<file path="src/design/itt_pkg.sv">
package itt_pkg;

   // Longest token that any limit register may select
   localparam int MAX_TOKEN_LEN = 64;
   localparam int LEN_W         = $clog2(MAX_TOKEN_LEN + 1);
   localparam int REG_W         = 7;

   localparam int CSR_DATA_W = 32;
   localparam int CSR_ADDR_W = 4;

   localparam logic [1:0] REG_MAX_SECTION = 2'd0;
   localparam logic [1:0] REG_MAX_KEY     = 2'd1;
   localparam logic [1:0] REG_MAX_VALUE   = 2'd2;

   localparam logic [REG_W-1:0] LIMIT_RESET = REG_W'(MAX_TOKEN_LEN);

   localparam logic [7:0] CHAR_OPEN  = 8'h5B;
   localparam logic [7:0] CHAR_CLOSE = 8'h5D;
   localparam logic [7:0] CHAR_EQUAL = 8'h3D;
   localparam logic [7:0] CHAR_SPACE = 8'h20;

   typedef enum logic [3:0] {
      EV_IGNORED    = 4'd0,
      EV_SEC_OPEN   = 4'd1,
      EV_SEC_CHAR   = 4'd2,
      EV_SEC_CLOSE  = 4'd3,
      EV_KEY_CHAR   = 4'd4,
      EV_VAL_CHAR   = 4'd5,
      EV_COMMIT     = 4'd6,
      EV_TOO_LONG   = 4'd7,
      EV_SKIPPED    = 4'd8,
      EV_END_OK     = 4'd9,
      EV_END_COMMIT = 4'd10,
      EV_END_ERR    = 4'd11
   } event_kind_type;

   typedef struct packed {
      logic [REG_W-1:0] section;
      logic [REG_W-1:0] key;
      logic [REG_W-1:0] value;
   } limits_type;

   typedef struct packed {
      event_kind_type   kind;
      logic [7:0]       char_code;
      logic [LEN_W-1:0] length;
   } event_type;

endpackage

</file>
<file path="src/design/itt_if.sv">
interface itt_req_if;
   import itt_pkg::*;

   logic       valid;
   logic       ready;
   logic [7:0] text_byte;
   logic       stream_end;

   modport source (output valid, output text_byte, output stream_end, input ready);
   modport sink   (input valid, input text_byte, input stream_end, output ready);
endinterface

interface itt_rsp_if;
   import itt_pkg::*;

   logic                      valid;
   logic                      ready;
   event_kind_type            event_kind;
   logic [7:0]                event_char;
   logic [REG_W-1:0]          token_length;

   modport source (output valid, output event_kind, output event_char, output token_length,
                   input ready);
   modport sink   (input valid, input event_kind, input event_char, input token_length,
                   output ready);
endinterface

</file>
<file path="src/design/itt_parser.sv">
module itt_parser (
   input  logic               clock,
   input  logic               reset,
   input  logic               step,
   input  logic [7:0]         text_byte,
   input  logic               stream_end,
   input  itt_pkg::limits_type limits,
   output itt_pkg::event_type  event_out
);
   import itt_pkg::*;

   typedef enum logic [2:0] {
      SEC_START = 3'd0,
      SEC_NAME  = 3'd1,
      WHITE     = 3'd2,
      KEY       = 3'd3,
      SEP       = 3'd4,
      VALUE     = 3'd5
   } parse_state_type;

   parse_state_type  state_ff, state_in;
   logic             resume_value_ff, resume_value_in;
   logic [LEN_W-1:0] sec_len_ff, sec_len_in;
   logic [LEN_W-1:0] key_len_ff, key_len_in;
   logic [LEN_W-1:0] val_len_ff, val_len_in;
   logic             halted_ff, halted_in;

   logic [LEN_W-1:0] sec_lim, key_lim, val_lim;
   logic             sec_ok, key_ok, val_ok;
   logic [LEN_W-1:0] sec_inc, key_inc, val_inc;
   logic [LEN_W-1:0] key_sat, val_sat;
   logic             is_ws;

   // A zero register acts as one; anything above the ceiling is clamped.
   function automatic logic [LEN_W-1:0] eff_limit(input logic [REG_W-1:0] raw);
      logic [LEN_W-1:0] lim;
      if (raw == '0) begin
         lim = LEN_W'(1);
      end else if (REG_W'(raw) > REG_W'(MAX_TOKEN_LEN)) begin
         lim = LEN_W'(MAX_TOKEN_LEN);
      end else begin
         lim = LEN_W'(raw);
      end
      return lim;
   endfunction

   assign sec_lim = eff_limit(limits.section);
   assign key_lim = eff_limit(limits.key);
   assign val_lim = eff_limit(limits.value);

   assign sec_ok  = sec_len_ff < sec_lim;
   assign key_ok  = key_len_ff < key_lim;
   assign val_ok  = val_len_ff < val_lim;
   assign sec_inc = sec_len_ff + LEN_W'(1);
   assign key_inc = key_len_ff + LEN_W'(1);
   assign val_inc = val_len_ff + LEN_W'(1);

   // After whitespace the first character is kept even at the limit, without growing.
   assign key_sat = key_ok ? key_inc : key_len_ff;
   assign val_sat = val_ok ? val_inc : val_len_ff;

   assign is_ws = (text_byte == CHAR_SPACE) || (text_byte inside {[8'h09:8'h0D]});

   always_comb begin
      state_in        = state_ff;
      resume_value_in = resume_value_ff;
      sec_len_in      = sec_len_ff;
      key_len_in      = key_len_ff;
      val_len_in      = val_len_ff;
      halted_in       = halted_ff;
      event_out       = '{kind: EV_IGNORED, char_code: 8'h00, length: '0};

      if (stream_end) begin
         if (halted_ff) begin
            event_out.kind = EV_END_ERR;
         end else if (state_ff == VALUE) begin
            event_out.kind   = EV_END_COMMIT;
            event_out.length = val_len_ff;
         end else begin
            event_out.kind = EV_END_OK;
         end
         state_in        = SEC_START;
         resume_value_in = 1'b0;
         sec_len_in      = '0;
         key_len_in      = '0;
         val_len_in      = '0;
         halted_in       = 1'b0;
      end else if (halted_ff) begin
         event_out.kind = EV_SKIPPED;
      end else begin
         case (state_ff)
            SEC_START: begin
               if (text_byte == CHAR_OPEN) begin
                  state_in       = SEC_NAME;
                  sec_len_in     = '0;
                  event_out.kind = EV_SEC_OPEN;
               end else if (!is_ws) begin
                  // Every limit is at least one, so the first key character always fits.
                  state_in            = KEY;
                  key_len_in          = LEN_W'(1);
                  val_len_in          = '0;
                  event_out.kind      = EV_KEY_CHAR;
                  event_out.char_code = text_byte;
                  event_out.length    = LEN_W'(1);
               end
            end
            SEC_NAME: begin
               if (text_byte == CHAR_CLOSE) begin
                  state_in         = WHITE;
                  resume_value_in  = 1'b0;
                  key_len_in       = '0;
                  val_len_in       = '0;
                  event_out.kind   = EV_SEC_CLOSE;
                  event_out.length = sec_len_ff;
               end else if (sec_ok) begin
                  sec_len_in          = sec_inc;
                  event_out.kind      = EV_SEC_CHAR;
                  event_out.char_code = text_byte;
                  event_out.length    = sec_inc;
               end else begin
                  halted_in        = 1'b1;
                  event_out.kind   = EV_TOO_LONG;
                  event_out.length = sec_len_ff;
               end
            end
            WHITE: begin
               if (is_ws) begin
                  event_out.kind = EV_IGNORED;
               end else if (!resume_value_ff) begin
                  state_in            = KEY;
                  key_len_in          = key_sat;
                  event_out.kind      = EV_KEY_CHAR;
                  event_out.char_code = text_byte;
                  event_out.length    = key_sat;
               end else begin
                  state_in            = VALUE;
                  val_len_in          = val_sat;
                  event_out.kind      = EV_VAL_CHAR;
                  event_out.char_code = text_byte;
                  event_out.length    = val_sat;
               end
            end
            KEY: begin
               if (text_byte == CHAR_EQUAL) begin
                  state_in        = WHITE;
                  resume_value_in = 1'b1;
               end else if (is_ws) begin
                  state_in = SEP;
               end else if (key_ok) begin
                  key_len_in          = key_inc;
                  event_out.kind      = EV_KEY_CHAR;
                  event_out.char_code = text_byte;
                  event_out.length    = key_inc;
               end else begin
                  halted_in        = 1'b1;
                  event_out.kind   = EV_TOO_LONG;
                  event_out.length = key_len_ff;
               end
            end
            SEP: begin
               // The rest of a key after a space is dropped up to the equals sign.
               if (text_byte == CHAR_EQUAL) begin
                  state_in        = WHITE;
                  resume_value_in = 1'b1;
               end
            end
            VALUE: begin
               if (text_byte < CHAR_SPACE) begin
                  event_out.kind   = EV_COMMIT;
                  event_out.length = val_len_ff;
                  state_in         = WHITE;
                  resume_value_in  = 1'b0;
                  key_len_in       = '0;
                  val_len_in       = '0;
               end else if (val_ok) begin
                  val_len_in          = val_inc;
                  event_out.kind      = EV_VAL_CHAR;
                  event_out.char_code = text_byte;
                  event_out.length    = val_inc;
               end else begin
                  halted_in        = 1'b1;
                  event_out.kind   = EV_TOO_LONG;
                  event_out.length = val_len_ff;
               end
            end
            default: begin
               event_out.kind = EV_IGNORED;
            end
         endcase
      end
   end

   always_ff @(posedge clock) begin
      if (reset) begin
         state_ff        <= SEC_START;
         resume_value_ff <= 1'b0;
         sec_len_ff      <= '0;
         key_len_ff      <= '0;
         val_len_ff      <= '0;
         halted_ff       <= 1'b0;
      end else if (step) begin
         state_ff        <= state_in;
         resume_value_ff <= resume_value_in;
         sec_len_ff      <= sec_len_in;
         key_len_ff      <= key_len_in;
         val_len_ff      <= val_len_in;
         halted_ff       <= halted_in;
      end
   end

endmodule

</file>
<file path="src/design/ini_text_tokenizer.sv">
// Channel   Direction  Beat contents
// req_chan  in         text_byte[7:0], stream_end
// rsp_chan  out        event_kind[3:0], event_char[7:0], token_length[6:0]
// csr_*     in/out     APB write/read of max_section_len, max_key_len, max_value_len
//
// Each request beat yields one response beat once it is taken, registered first in an input
// register and then a result register, one beat per cycle while rsp_chan.ready stays high.
// The parse state advances only as the input register hands a beat to the result register.
// Reset is synchronous and active high; the limits return to 64 and the parser to its start.
// A stall on the response side holds the result register, and the input register
// keeps one further beat before req_chan.ready falls.
module ini_text_tokenizer (
   input  logic                              clock,
   input  logic                              reset,
   itt_req_if.sink                           req_chan,
   itt_rsp_if.source                         rsp_chan,
   input  logic                              csr_psel,
   input  logic                              csr_penable,
   input  logic                              csr_pwrite,
   input  logic [itt_pkg::CSR_ADDR_W-1:0]    csr_paddr,
   input  logic [itt_pkg::CSR_DATA_W-1:0]    csr_pwdata,
   output logic [itt_pkg::CSR_DATA_W-1:0]    csr_prdata,
   output logic                              csr_pready
);
   import itt_pkg::*;

   limits_type       limits_ff;
   logic [1:0]       csr_index;

   logic             in_vld_ff;
   logic [7:0]       in_byte_ff;
   logic             in_end_ff;
   logic             out_vld_ff;
   event_type        out_ev_ff;
   event_type        step_ev;
   logic             advance;

   assign csr_index  = csr_paddr[CSR_ADDR_W-1:2];
   assign csr_pready = 1'b1;

   always_comb begin
      case (csr_index)
         REG_MAX_SECTION: csr_prdata = CSR_DATA_W'(limits_ff.section);
         REG_MAX_KEY:     csr_prdata = CSR_DATA_W'(limits_ff.key);
         REG_MAX_VALUE:   csr_prdata = CSR_DATA_W'(limits_ff.value);
         default:         csr_prdata = '0;
      endcase
   end

   always_ff @(posedge clock) begin
      if (reset) begin
         limits_ff <= '{section: LIMIT_RESET, key: LIMIT_RESET, value: LIMIT_RESET};
      end else if (csr_psel && csr_penable && csr_pwrite) begin
         case (csr_index)
            REG_MAX_SECTION: limits_ff.section <= csr_pwdata[REG_W-1:0];
            REG_MAX_KEY:     limits_ff.key     <= csr_pwdata[REG_W-1:0];
            REG_MAX_VALUE:   limits_ff.value   <= csr_pwdata[REG_W-1:0];
            default: begin
            end
         endcase
      end
   end

   // A beat moves into the result register whenever that register is free or being drained.
   assign advance        = in_vld_ff && (!out_vld_ff || rsp_chan.ready);
   assign req_chan.ready = !reset && (!in_vld_ff || advance);

   always_ff @(posedge clock) begin
      if (reset) begin
         in_vld_ff  <= 1'b0;
         out_vld_ff <= 1'b0;
      end else begin
         if (req_chan.ready) begin
            in_vld_ff <= req_chan.valid;
         end
         if (advance) begin
            out_vld_ff <= 1'b1;
         end else if (rsp_chan.ready) begin
            out_vld_ff <= 1'b0;
         end
      end
   end

   always_ff @(posedge clock) begin
      if (req_chan.ready && req_chan.valid) begin
         in_byte_ff <= req_chan.text_byte;
         in_end_ff  <= req_chan.stream_end;
      end
      if (advance) begin
         out_ev_ff <= step_ev;
      end
   end

   itt_parser u_parser (
      .clock      (clock),
      .reset      (reset),
      .step       (advance),
      .text_byte  (in_byte_ff),
      .stream_end (in_end_ff),
      .limits     (limits_ff),
      .event_out  (step_ev)
   );

   assign rsp_chan.valid        = out_vld_ff;
   assign rsp_chan.event_kind   = out_ev_ff.kind;
   assign rsp_chan.event_char   = out_ev_ff.char_code;
   assign rsp_chan.token_length = out_ev_ff.length;

endmodule

</file>
<file path="src/flat_wrapper.sv">
// flat-port wrapper written by rule: the top's interface ports become plain ports
module ini_text_tokenizer_flat import itt_pkg::*;
  (clock, reset, csr_psel, csr_penable, csr_pwrite, csr_paddr, csr_pwdata, csr_prdata, csr_pready, req_chan_valid, req_chan_text_byte, req_chan_stream_end, req_chan_ready, rsp_chan_valid, rsp_chan_event_kind, rsp_chan_event_char, rsp_chan_token_length, rsp_chan_ready);
  itt_req_if req_chan_i ();
  itt_rsp_if rsp_chan_i ();
  input  logic clock;
  input  logic reset;
  input  logic csr_psel;
  input  logic csr_penable;
  input  logic csr_pwrite;
  input  logic [itt_pkg::CSR_ADDR_W-1:0] csr_paddr;
  input  logic [itt_pkg::CSR_DATA_W-1:0] csr_pwdata;
  output logic [itt_pkg::CSR_DATA_W-1:0] csr_prdata;
  output logic csr_pready;
  input wire logic [$bits(req_chan_i.valid)-1:0] req_chan_valid;
  input wire logic [$bits(req_chan_i.text_byte)-1:0] req_chan_text_byte;
  input wire logic [$bits(req_chan_i.stream_end)-1:0] req_chan_stream_end;
  output wire logic [$bits(req_chan_i.ready)-1:0] req_chan_ready;
  output wire logic [$bits(rsp_chan_i.valid)-1:0] rsp_chan_valid;
  output wire logic [$bits(rsp_chan_i.event_kind)-1:0] rsp_chan_event_kind;
  output wire logic [$bits(rsp_chan_i.event_char)-1:0] rsp_chan_event_char;
  output wire logic [$bits(rsp_chan_i.token_length)-1:0] rsp_chan_token_length;
  input wire logic [$bits(rsp_chan_i.ready)-1:0] rsp_chan_ready;
  assign req_chan_i.valid = req_chan_valid;
  assign req_chan_i.text_byte = req_chan_text_byte;
  assign req_chan_i.stream_end = req_chan_stream_end;
  assign req_chan_ready = req_chan_i.ready;
  assign rsp_chan_valid = rsp_chan_i.valid;
  assign rsp_chan_event_kind = rsp_chan_i.event_kind;
  assign rsp_chan_event_char = rsp_chan_i.event_char;
  assign rsp_chan_token_length = rsp_chan_i.token_length;
  assign rsp_chan_i.ready = rsp_chan_ready;
  ini_text_tokenizer u_core (.clock(clock), .reset(reset), .req_chan(req_chan_i), .rsp_chan(rsp_chan_i), .csr_psel(csr_psel), .csr_penable(csr_penable), .csr_pwrite(csr_pwrite), .csr_paddr(csr_paddr), .csr_pwdata(csr_pwdata), .csr_prdata(csr_prdata), .csr_pready(csr_pready));
endmodule
</file>
<file path="config.mk">
export PLATFORM = sky130hd
export DESIGN_NAME = ini_text_tokenizer_flat
export DESIGN_NICKNAME = d
export VERILOG_FILES = /design/src/design/itt_pkg.sv /design/src/design/itt_if.sv /design/src/design/itt_parser.sv /design/src/design/ini_text_tokenizer.sv /design/src/flat_wrapper.sv
export SDC_FILE = /design/constraint.sdc
export NUM_CORES = 1
export LEC_CHECK = 0
export ABC_CLOCK_PERIOD_IN_PS = 2900
export BUFFER_PORTS_ARGS = -buffer_cell sky130_fd_sc_hd__buf_2
export CORE_MARGIN = 2
export CORE_UTILIZATION = 40
export DETAILED_ROUTE_END_ITERATION = 7
export PLACE_DENSITY = 0.68
export RECOVER_POWER = 25
export SETUP_SLACK_MARGIN = 0.5
export SYNTH_ARGS = -nofsm -noshare
export SYNTH_HDL_FRONTEND = slang
export SYNTH_SLANG_ARGS = --single-unit
</file>
<file path="constraint.sdc">
create_clock -name clock -period 2.9 [get_ports clock]
set_input_delay 0.29 -clock clock [delete_from_list [all_inputs] [get_ports clock]]
set_output_delay 0.29 -clock clock [all_outputs]
set_load 0.02 [all_outputs]
</file>
==> results.toml <==
[critical_path]
cp_max_fo = 6
crit_path_start_kind = "flip-flop"
path_cells = "inv_6 > nand2_2 > ha_2 > a211o_1 > a221oi_2 > o21a_4 > nand4_1 > xnor2_2 > a222oi_1 > o221ai_1"
r2r-start = "u_core.limits_ff[13]$_SDFFE_PP1P_"
cp.arrival_ns = 2.69
cp-startpoint = "u_core.limits_ff[13]$_SDFFE_PP1P_"
cpMaxStageDelayCell = "dfxtp_4"
slowest_delay_ns = 0.36
critPathCaptureType = "flip-flop"
critPathRequiredTime_ns = 2.97
worstSetupPathType = "flip-flop to flip-flop"

[yosys]
seq_area_frac_synth = 0.357
ys_warn_count = 0
synth_cells = 601
synth_seq_cells = 77
synth-async-reset-ratio = 0
ys.flop_type = "dfxtp_1"
avgSynthCellArea_um2 = 8.49
synth_edf_count = 28
synth.cell_area_mm2 = 0.00510
ys_types = 75

[final_layout]
multi_input_area_mm2 = 0.00357
layout-drive-gt1-share = 0.359
final_net_count = 793
syn_to_final_growth_pct = 37.3
final_common_cell = "buf_4"
fin_cells = 897
layout_common_cells = "buf_4, nand2_1, buf_2"
regArea_mm2 = 0.00185
diodes = 0
fillers = 1060

[detailed_routing]
drc = 0
wirelength_um = 16100
drt_iter0_drc = 504
ant_nets = 0
wl_per_cell_um = 18.0
vias = 5273
drt-vias-per-instance = 5.88
first_pass_iters = 5

[floorplanning]
num_rows = 41
start_util = 0.407
coreArea_mm2 = 0.0125
die_h_um = 117
die_w_um = 117
dieArea_mm2 = 0.0137
io_pins = 106

[timing]
tightest_slew_ns = 0.942
skew_ns = 0.00597
fmax_mhz = 383
fin_crit_sh = 0.901
rsz0062_at_grt = "true"
slew_violations = 0
period_needed_ns = 2.61
finalSetupTns_ns = 0
relSlewSlack = 0.372
finalSetupViolCount = 0
final-hold-violation-count = 0

[pwr]
combPwrFrac = 0.115
power_leakage_nw = 2.67
swShare = 0.247
seqPwrFrac = 0.412
vdd_drop_max_mv = 0.270
p_sw_mw = 0.703
cellInternalPower_mw = 2.15
clkPwrFrac = 0.473
p_per_area_mw_per_mm2 = 407

[worst_hold_path]
hold_class = "input port to flip-flop"
min-delay-start = "req_chan_text_byte[4]"

[placed_design]
io_buffers = 52
gp_congestion = 0.905
dp_hpwl_um = 9870
placed_cells = 820

[clocking]
cts_max_level = 3
path_clk_slew_ns = 0.06
cts_root_buf = "clkbuf_16"
clock_path_buffers = 2
cts_tree = "built"
cts.sinks = 77
clkLatencyLatePin_ns = 0.35
cts_inserted_buffers = 9

[global_route]
grtUsageTotal = 0.217
overflow = 0
grt_pass1_wl_um = 23500
grt_pass1_vias = 4746
antenna_found_initial = 0
grt_start_max_net_pins = 36

[run_status]
outcome = "complete, no violations"

[run]
max-cap-violations = 0
[cells by family (layout without fill, tap and decap cells)]
logic type / Yosys count / in the layout / share of synthesized area
AND/OR/NAND/NOR: 238 / 238 / 0.238
AO/OA/AOI/OAI: 165 / 165 / 0.219
flip-flops: 77 / 77 / 0.357
buffers and inverters: 64 / 164 / 0.0687
multiplexers: 24 / 24 / 0.0471
adder cells (fa/ha/maj): 21 / 21 / 0.0515
XOR/XNOR: 10 / 10 / 0.0172
other: 2 / 26 / 0.00147
[power groups by stage]
stage	Sequential [mW]	Combinational, mW	Clock, mW
after floorplan	1.20	0.191	0
after global placement	1.20	0.244	0
after detailed placement	1.20	0.249	0
after CTS	1.17	0.287	1.36
after global routing	1.18	0.351	1.40
final	1.17	0.327	1.35
[registers in the layout, summed over array words and instances (netlist names)]
| register | cells |
|---|---|
| u_core.rsp_chan.event_char | 8 |
| u_core.in_vld_ff | 1 |
| u_core.u_parser.sec_len_ff | 7 |
| u_core.limits_ff | 21 |
| u_core.rsp_chan.event_kind | 4 |
| u_core.u_parser.state_ff | 3 |
| u_core.u_parser.resume_value_ff | 1 |
| u_core.u_parser.val_len_ff | 7 |
| u_core.rsp_chan.valid | 1 |
| u_core.rsp_chan.token_length | 7 |
| u_core.in_end_ff | 1 |
| u_core.u_parser.key_len_ff | 7 |
| u_core.u_parser.halted_ff | 1 |
| u_core.in_byte_ff | 8 |
[final cells by class]
| cell class | instances | share of cell area |
|---|---|---|
| multi-input combinational | 484 | 0.510 |
| inverter | 13 | 0.00840 |
| timing repair buffer | 135 | 0.135 |
| sequential | 77 | 0.264 |
| tap | 172 | 0.0307 |
| clock inverter | 4 | 0.0105 |
| clock buffer | 12 | 0.0413 |
[final timing paths]
| path | end | slack [ns] | cells after the start |
|---|---|---|---|
| worst max-delay path | u_core.rsp_chan.token_length[3]$_DFFE_PP_ | 0.29 | 10 |
| worst min-delay path | u_core.in_byte_ff[4]$_DFFE_PP_ | 0.12 | 1 |
| worst max register to register | u_core.rsp_chan.token_length[3]$_DFFE_PP_ | 0.29 | 10 |
| worst min register to register | u_core.limits_ff[7]$_SDFFE_PP0P_ | 0.50 | 2 |
[repair_timing]
| item | in CTS | in global routing |
|---|---|---|
| hold buffers | 0 | 0 |
| endpoints found under the setup margin | 40 | 43 |
| buffers inserted | 41 | 20 |
| pin swaps | 41 | 55 |
| gates resized for setup | 58 | 88 |
[per-layer routing]
metal / vias to the layer above / part of all wire / global-route usage
li1: 2426 / - / -
met1: 2522 / 0.40 / 0.286
met2: 261 / 0.49 / 0.349
met3: 64 / 0.070 / 0.0366
met4: 0 / 0.034 / 0.101
met5: - / 0 / 0
[worst max-delay path: cells and delay by family, from the launching register on]
kind,cells,cell delay [ns]
AO/OA/AOI/OAI,5,1.27
buffers and inverters,1,0.08
flip-flops,1,0.36
adder cells (fa/ha/maj),1,0.17
XOR/XNOR,1,0.21
AND/OR/NAND/NOR,2,0.23
[per-stage QoR]
step                      hold WS (ns)  setup slack [ns]  total power [mW]   util  cell area, um2
final                            0.117             0.287              2.85  0.559            7000
after global routing             0.117             0.200              2.93  0.559            7000
after CTS                        0.112             0.311              2.82  0.517            6470
after detailed placement         0.468             0.176              1.45  0.443            5540
after global placement           0.466             0.241              1.44  0.443            5540
after floorplan                  0.389             0.396              1.39      -            5210
[synth_stat cells (all sizes together), types with 6 or more instances]
cell	instances	area [um2]
a21oi	42	210
a31oi	13	96.3
o211ai	6	45.0
edfxtp	28	841
nand3	24	120
o22ai	6	37.5
nand4	12	75.1
a211oi	7	57.6
ha	21	263
nor2	46	180
clkbuf	16	60.1
xnor2	6	52.6
or3	13	81.3
nor2b	10	62.6
nor3	13	65.1
nand2	67	251
inv	12	45.0
buf	35	241
dfxtp	49	981
and3	6	37.5
nand2b	10	62.6
mux2i	24	240
o21ai	42	218
and2	14	87.6
(Power assumes the default switching activity.)
